## src/hw/rtl/hfmi_pkg.sv

```systemverilog
// hfmi_pkg: types, codes and constants shared by the first-match index block
// no dependencies
`default_nettype none

package hfmi_pkg;

   // default sizes of the key store and the slot store
   localparam int DEF_MAX_ENTRIES = 4096;
   localparam int DEF_SLOTS       = 8192;

   localparam int KEY_W   = 32;
   localparam int CMD_W   = 2;
   localparam int HB_W    = 4;
   localparam int DSLOT_W = 14;
   localparam int CSR_IDX_W = 2;

   localparam logic [KEY_W-1:0] MISSING_KEY = 32'h8000_0000;
   localparam logic [KEY_W-1:0] HASH_MULT   = 32'd3141592653;
   localparam logic [HB_W-1:0]  MIN_HASH_BITS = 4'd8;
   localparam int               MAX_HASH_BITS = 13;
   localparam int               MIN_DIRECT_SLOTS = 3;

   // command codes
   localparam logic [CMD_W-1:0] CMD_INSERT = 2'd0;
   localparam logic [CMD_W-1:0] CMD_LOOKUP = 2'd1;
   localparam logic [CMD_W-1:0] CMD_CLEAR  = 2'd2;

   // register indexes
   localparam logic [CSR_IDX_W-1:0] CSR_MODE      = 2'd0;
   localparam logic [CSR_IDX_W-1:0] CSR_HASH_BITS = 2'd1;
   localparam logic [CSR_IDX_W-1:0] CSR_DIRECT    = 2'd2;
   localparam logic [CSR_IDX_W-1:0] CSR_NOMATCH   = 2'd3;

   typedef struct packed {
      logic [CMD_W-1:0]        cmd;
      logic signed [KEY_W-1:0] key;
   } req_type;

   typedef struct packed {
      logic signed [KEY_W-1:0] match_value;
      logic                    found;
      logic                    overflow;
   } rsp_type;

   typedef struct packed {
      logic                    mode;
      logic [HB_W-1:0]         hash_bits;
      logic [DSLOT_W-1:0]      direct_slots;
      logic signed [KEY_W-1:0] nomatch_value;
   } cfg_type;

   localparam cfg_type CFG_RESET = '{
      mode:          1'b0,
      hash_bits:     4'd8,
      direct_slots:  14'd3,
      nomatch_value: 32'sh8000_0000
   };

endpackage

`default_nettype wire

```

## src/hw/rtl/hfmi_slot_addr.sv

```systemverilog
// hfmi_slot_addr: home slot of a key (registered multiplicative hash or direct index)
// depends on hfmi_pkg
`default_nettype none

module hfmi_slot_addr #(
   parameter int SLOTS = hfmi_pkg::DEF_SLOTS
) (
   input  wire logic                     clock,
   input  wire logic [31:0]              key,
   input  wire hfmi_pkg::cfg_type        cfg,
   output logic      [$clog2(SLOTS)-1:0] home_slot,
   output logic                          home_ok,
   output logic      [$clog2(SLOTS)-1:0] slot_mask
);

   localparam int AW   = $clog2(SLOTS);
   localparam int SW   = $clog2(SLOTS + 1);
   localparam int CW   = (hfmi_pkg::DSLOT_W > SW) ? hfmi_pkg::DSLOT_W : SW;
   localparam int FLOG = SW - 1;
   localparam int MAX_HB = (FLOG < hfmi_pkg::MAX_HASH_BITS) ? FLOG
                                                           : hfmi_pkg::MAX_HASH_BITS;

   logic [31:0]   prod_ff;
   logic [31:0]   prod_in;
   logic [3:0]    hb;
   logic [31:0]   shifted;
   logic [CW-1:0] ds_ext;
   logic [CW-1:0] d_eff;
   logic [CW-1:0] d_last;
   logic          missing;
   logic          direct_ok;
   logic [AW-1:0] direct_slot;

   assign prod_in = key * hfmi_pkg::HASH_MULT;

   always_ff @(posedge clock) begin
      prod_ff <= prod_in;
   end

   always_comb begin
      if (cfg.hash_bits < hfmi_pkg::MIN_HASH_BITS) begin
         hb = hfmi_pkg::MIN_HASH_BITS;
      end else if (cfg.hash_bits > 4'(MAX_HB)) begin
         hb = 4'(MAX_HB);
      end else begin
         hb = cfg.hash_bits;
      end
   end

   // top hb bits of the product
   assign shifted   = prod_ff >> (6'd32 - {2'b00, hb});
   assign slot_mask = AW'((32'd1 << hb) - 32'd1);

   assign ds_ext = CW'(cfg.direct_slots);

   always_comb begin
      if (ds_ext < CW'(hfmi_pkg::MIN_DIRECT_SLOTS)) begin
         d_eff = CW'(hfmi_pkg::MIN_DIRECT_SLOTS);
      end else if (ds_ext > CW'(SLOTS)) begin
         d_eff = CW'(SLOTS);
      end else begin
         d_eff = ds_ext;
      end
   end

   // missing key lives in the last direct slot
   assign d_last      = d_eff - CW'(1);
   assign missing     = (key == hfmi_pkg::MISSING_KEY);
   assign direct_ok   = missing || (!key[31] && (key < 32'(d_last)));
   assign direct_slot = missing ? d_last[AW-1:0] : key[AW-1:0];

   assign home_slot = cfg.mode ? direct_slot : shifted[AW-1:0];
   assign home_ok   = cfg.mode ? direct_ok : 1'b1;

endmodule

`default_nettype wire

```

## config.mk

```make
export PLATFORM = sky130hd
export DESIGN_NAME = hfmi_slot_addr
export DESIGN_NICKNAME = d
export VERILOG_FILES = /design/src/hw/rtl/hfmi_pkg.sv /design/src/hw/rtl/hfmi_slot_addr.sv
export SDC_FILE = /design/constraint.sdc
export NUM_CORES = 1
export LEC_CHECK = 0
export ABC_CLOCK_PERIOD_IN_PS = 8900
export BUFFER_PORTS_ARGS = -buffer_cell sky130_fd_sc_hd__buf_2
export CORE_MARGIN = 5
export CORE_UTILIZATION = 50
export CTS_CLUSTER_SIZE = 25
export DETAILED_ROUTE_END_ITERATION = 16
export GPL_TIMING_DRIVEN = 0
export PLACE_DENSITY = 0.7
export SYNTH_ARGS = -nofsm -noshare
export SYNTH_HDL_FRONTEND = slang
export SYNTH_SLANG_ARGS = --single-unit
```

## constraint.sdc

```tcl
create_clock -name clock -period 8.9 [get_ports clock]
set_input_delay 0.89 -clock clock [delete_from_list [all_inputs] [get_ports clock]]
set_output_delay 0.89 -clock clock [all_outputs]
set_load 0.02 [all_outputs]
```

==> qor.yml <==
synth.avg_cell_area_um2: 9.11
routedWlPerCell_um: 17.1
path_clk_slew_ns: 0.05
fin_tns_setup_ns: 0
final_util_pct: 54.9
synth-seq-cells: 16
synth_async_sr_flop_share_pct: 0
drt-pass1-iter-count: 5
top_regs: "prod_ff: 16 flops"
hold_viol: 0
io_buffers: 69
vias: 7403
grt_pass1_wl_um: 40200
status: "finished clean"
hpwl_um: 22200
diodes: 0
dieHeight_um: 151
crit_type: "in2reg"
syn_area_um2: 9930
yosysTopAreaCellShare_pct: 31.7
coreArea_um2: 19500
largest_register: "prod_ff"
synth_ff_type: "dfxtp_1"
placed_area_um2: 10600
numClockSinks: 16
yosys.area.top_type: "fa_1"
ff_latch_area_um2: 320
netlist_instances: 1090
synth_warnings: 0
crit_chain: "buf_2, inv_1, ha_1, ha_1, inv_1, fa_1, inv_1, ha_1, ha_1, ha_1, fa_1, inv_1, fa_1, inv_1, ha_1, and3_1, and4_1, a32oi_1, a211oi_1, o31a_1, o31ai_2, nor2_1, a211oi_1"
die_x_um: 151
first_global_vias: 7866
grt_max_degree: 12
drc_errors: 0
crit_fanout: 8
fp-row-count: 51
cts.repair.resized: 0
slew-limit-headroom_pct: 41.6
min_path_cells: 7
crit_family: "adder cells"
multi_input_area_um2: 8380
startpoint_type: "primary input"
worst_pin_slew_ns: 0.869
area_delta_synth_final_pct: 7.94
drtIter0Drc: 389
largest_reg_flops: 16
ant_nets: 0
place.gp.congestion: 0.967
wirelength_um: 24500
worstPathRequired_ns: 8.99
min_from: "key[20]"
yosys-top-cells-area: "fa_1 32%, ha_1 29%, inv_1 12%"
max_clock_freq_mhz: 139
nNetsFinal: 1639
fp.dieArea_um2: 22800
drive_above_1_share_pct: 7.78
setup_viol: 0
min_to: "prod_ff[21]"
cp_slowest_cell: "fa_1"
cap_violations: 0
post-place-ws_ns: 1.50
design_area_um2: 10700
endpoint_kind: "flip-flop"
setup_slack_ns: 1.69
cp.arrival_ns: 7.30
grt.total_usage_pct: 22.7
cts_made_buffers: 3
path_buf_inv: 6
start_util_pct: 50.9
synth_edf_count: 0
h-tree-depth: 1
hold_buffers: 0
fin_crit_sh_pct: 81.0
ios: 111
tritoncts: "done"
hold_class: "in2reg"
drt-vias-per-instance: 5.16
min_period_ns: 7.21
rsz0062_at_grt: "false"
grt-ovfl-total: 0
post_cts_buffers: 0
fillers: 1825
cp_common_cell: "ha_1"
antenna_found_initial: 0
maxSlewViolCount: 0
cts_root_buf: "clkbuf_16"
clk_path_buf_depth: 2
yosysSeqAreaShare_pct: 3.23
cpPeakStageDelay_ns: 0.59
synth_cell_types: 64
==> cell usage in the layout (no fill, tap or decap), types with 7 or more instances in the layout <==
cell / n
clkbuf_1: 14
nor3_1: 9
xnor2_1: 39
buf_2: 70
nor2_1: 36
conb_1: 7
mux2i_1: 27
fa_1: 157
dfxtp_1: 16
a21oi_1: 24
nand3_1: 12
a21o_1: 12
o21ai_1: 17
inv_1: 307
ha_1: 228
xor2_1: 9
nand2_1: 48
o21ai_0: 14
a211oi_1: 14
==> Yosys cell counts (3+ instances only) <==
cell type / count
inv_1: 307
ha_1: 228
fa_1: 157
nand2_1: 48
xnor2_1: 39
nor2_1: 36
mux2i_1: 27
a21oi_1: 24
o21ai_1: 17
dfxtp_1: 16
a211oi_1: 14
clkbuf_1: 14
o21ai_0: 14
a21o_1: 12
nand3_1: 12
nor3_1: 9
xor2_1: 9
nand2b_1: 6
nand4_1: 6
o211ai_1: 6
o21a_1: 6
a31oi_1: 5
and3_1: 5
nor2b_1: 5
buf_4: 4
o31a_1: 4
or2_2: 4
a311oi_1: 3
and2_1: 3
buf_1: 3
mux2_2: 3
nand3b_1: 3
nor4_1: 3
==> per-stage QoR <==
| stage | hold slack (ns) | std cells |
|---|---|---|
| 6_report | 1.80 | 1434 |
| 5_1_grt | 1.86 | 1434 |
| 4_1_cts | 1.81 | 1434 |
| 3_5_place_dp | 1.78 | 1430 |
| 3_3_place_gp | 1.80 | 1430 |
| 2_1_floorplan | 1.60 | 1096 |
==> how the worst max path moves through the flow <==
| stage | from | endpoint | cells past startpoint |
|---|---|---|---|
| floorplan | key[15] | prod_ff[28] | 20 |
| global placement | key[8] | prod_ff[31] | 23 |
| detailed placement | key[8] | prod_ff[31] | 23 |
| CTS | key[8] | prod_ff[31] | 23 |
| global route | key[8] | prod_ff[31] | 23 |
| finish | key[8] | prod_ff[31] | 23 |
==> layout make-up <==
cell class                      count  area share (%)
Buffer                             22           0.922
Clock buffer                        4           0.829
Inverter                          308            10.8
Multi-Input combinational cell    750            78.2
Sequential cell                    16            2.99
Tap cell                          265            3.09
Timing Repair Buffer               69            3.22
==> routing by layer <==
| metal | vias up | global-route usage, % | wire (um) |
|---|---|---|---|
| li1 | 3615 | - | - |
| met2 | 172 | 39.0 | 12000 |
| met1 | 3583 | 32.0 | 10900 |
| met3 | 33 | 1.83 | 1170 |
| met4 | 0 | 4.17 | 461 |
| met5 | - | 0 | 0 |
==> tightest hold or removal path, stage by stage <==
cell    delay [ns]
buf_2         0.13
inv_1         0.11
fa_1          0.25
fa_1          0.18
inv_1         0.04
ha_1          0.31
xor2_1        0.08
==> logic make-up after synthesis <==
logic type | synth area share, %
multiplexers | 3.29
AO/OA/AOI/OAI | 8.96
other | 0.0378
XOR/XNOR | 4.23
AND/OR/NAND/NOR | 7.23
buffers and inverters | 12.6
flip-flops | 3.23
adder cells (fa/ha/maj) | 60.4
Power is not shown: default switching activity piles up to over one toggle a cycle in this logic, so the estimate is an artifact.
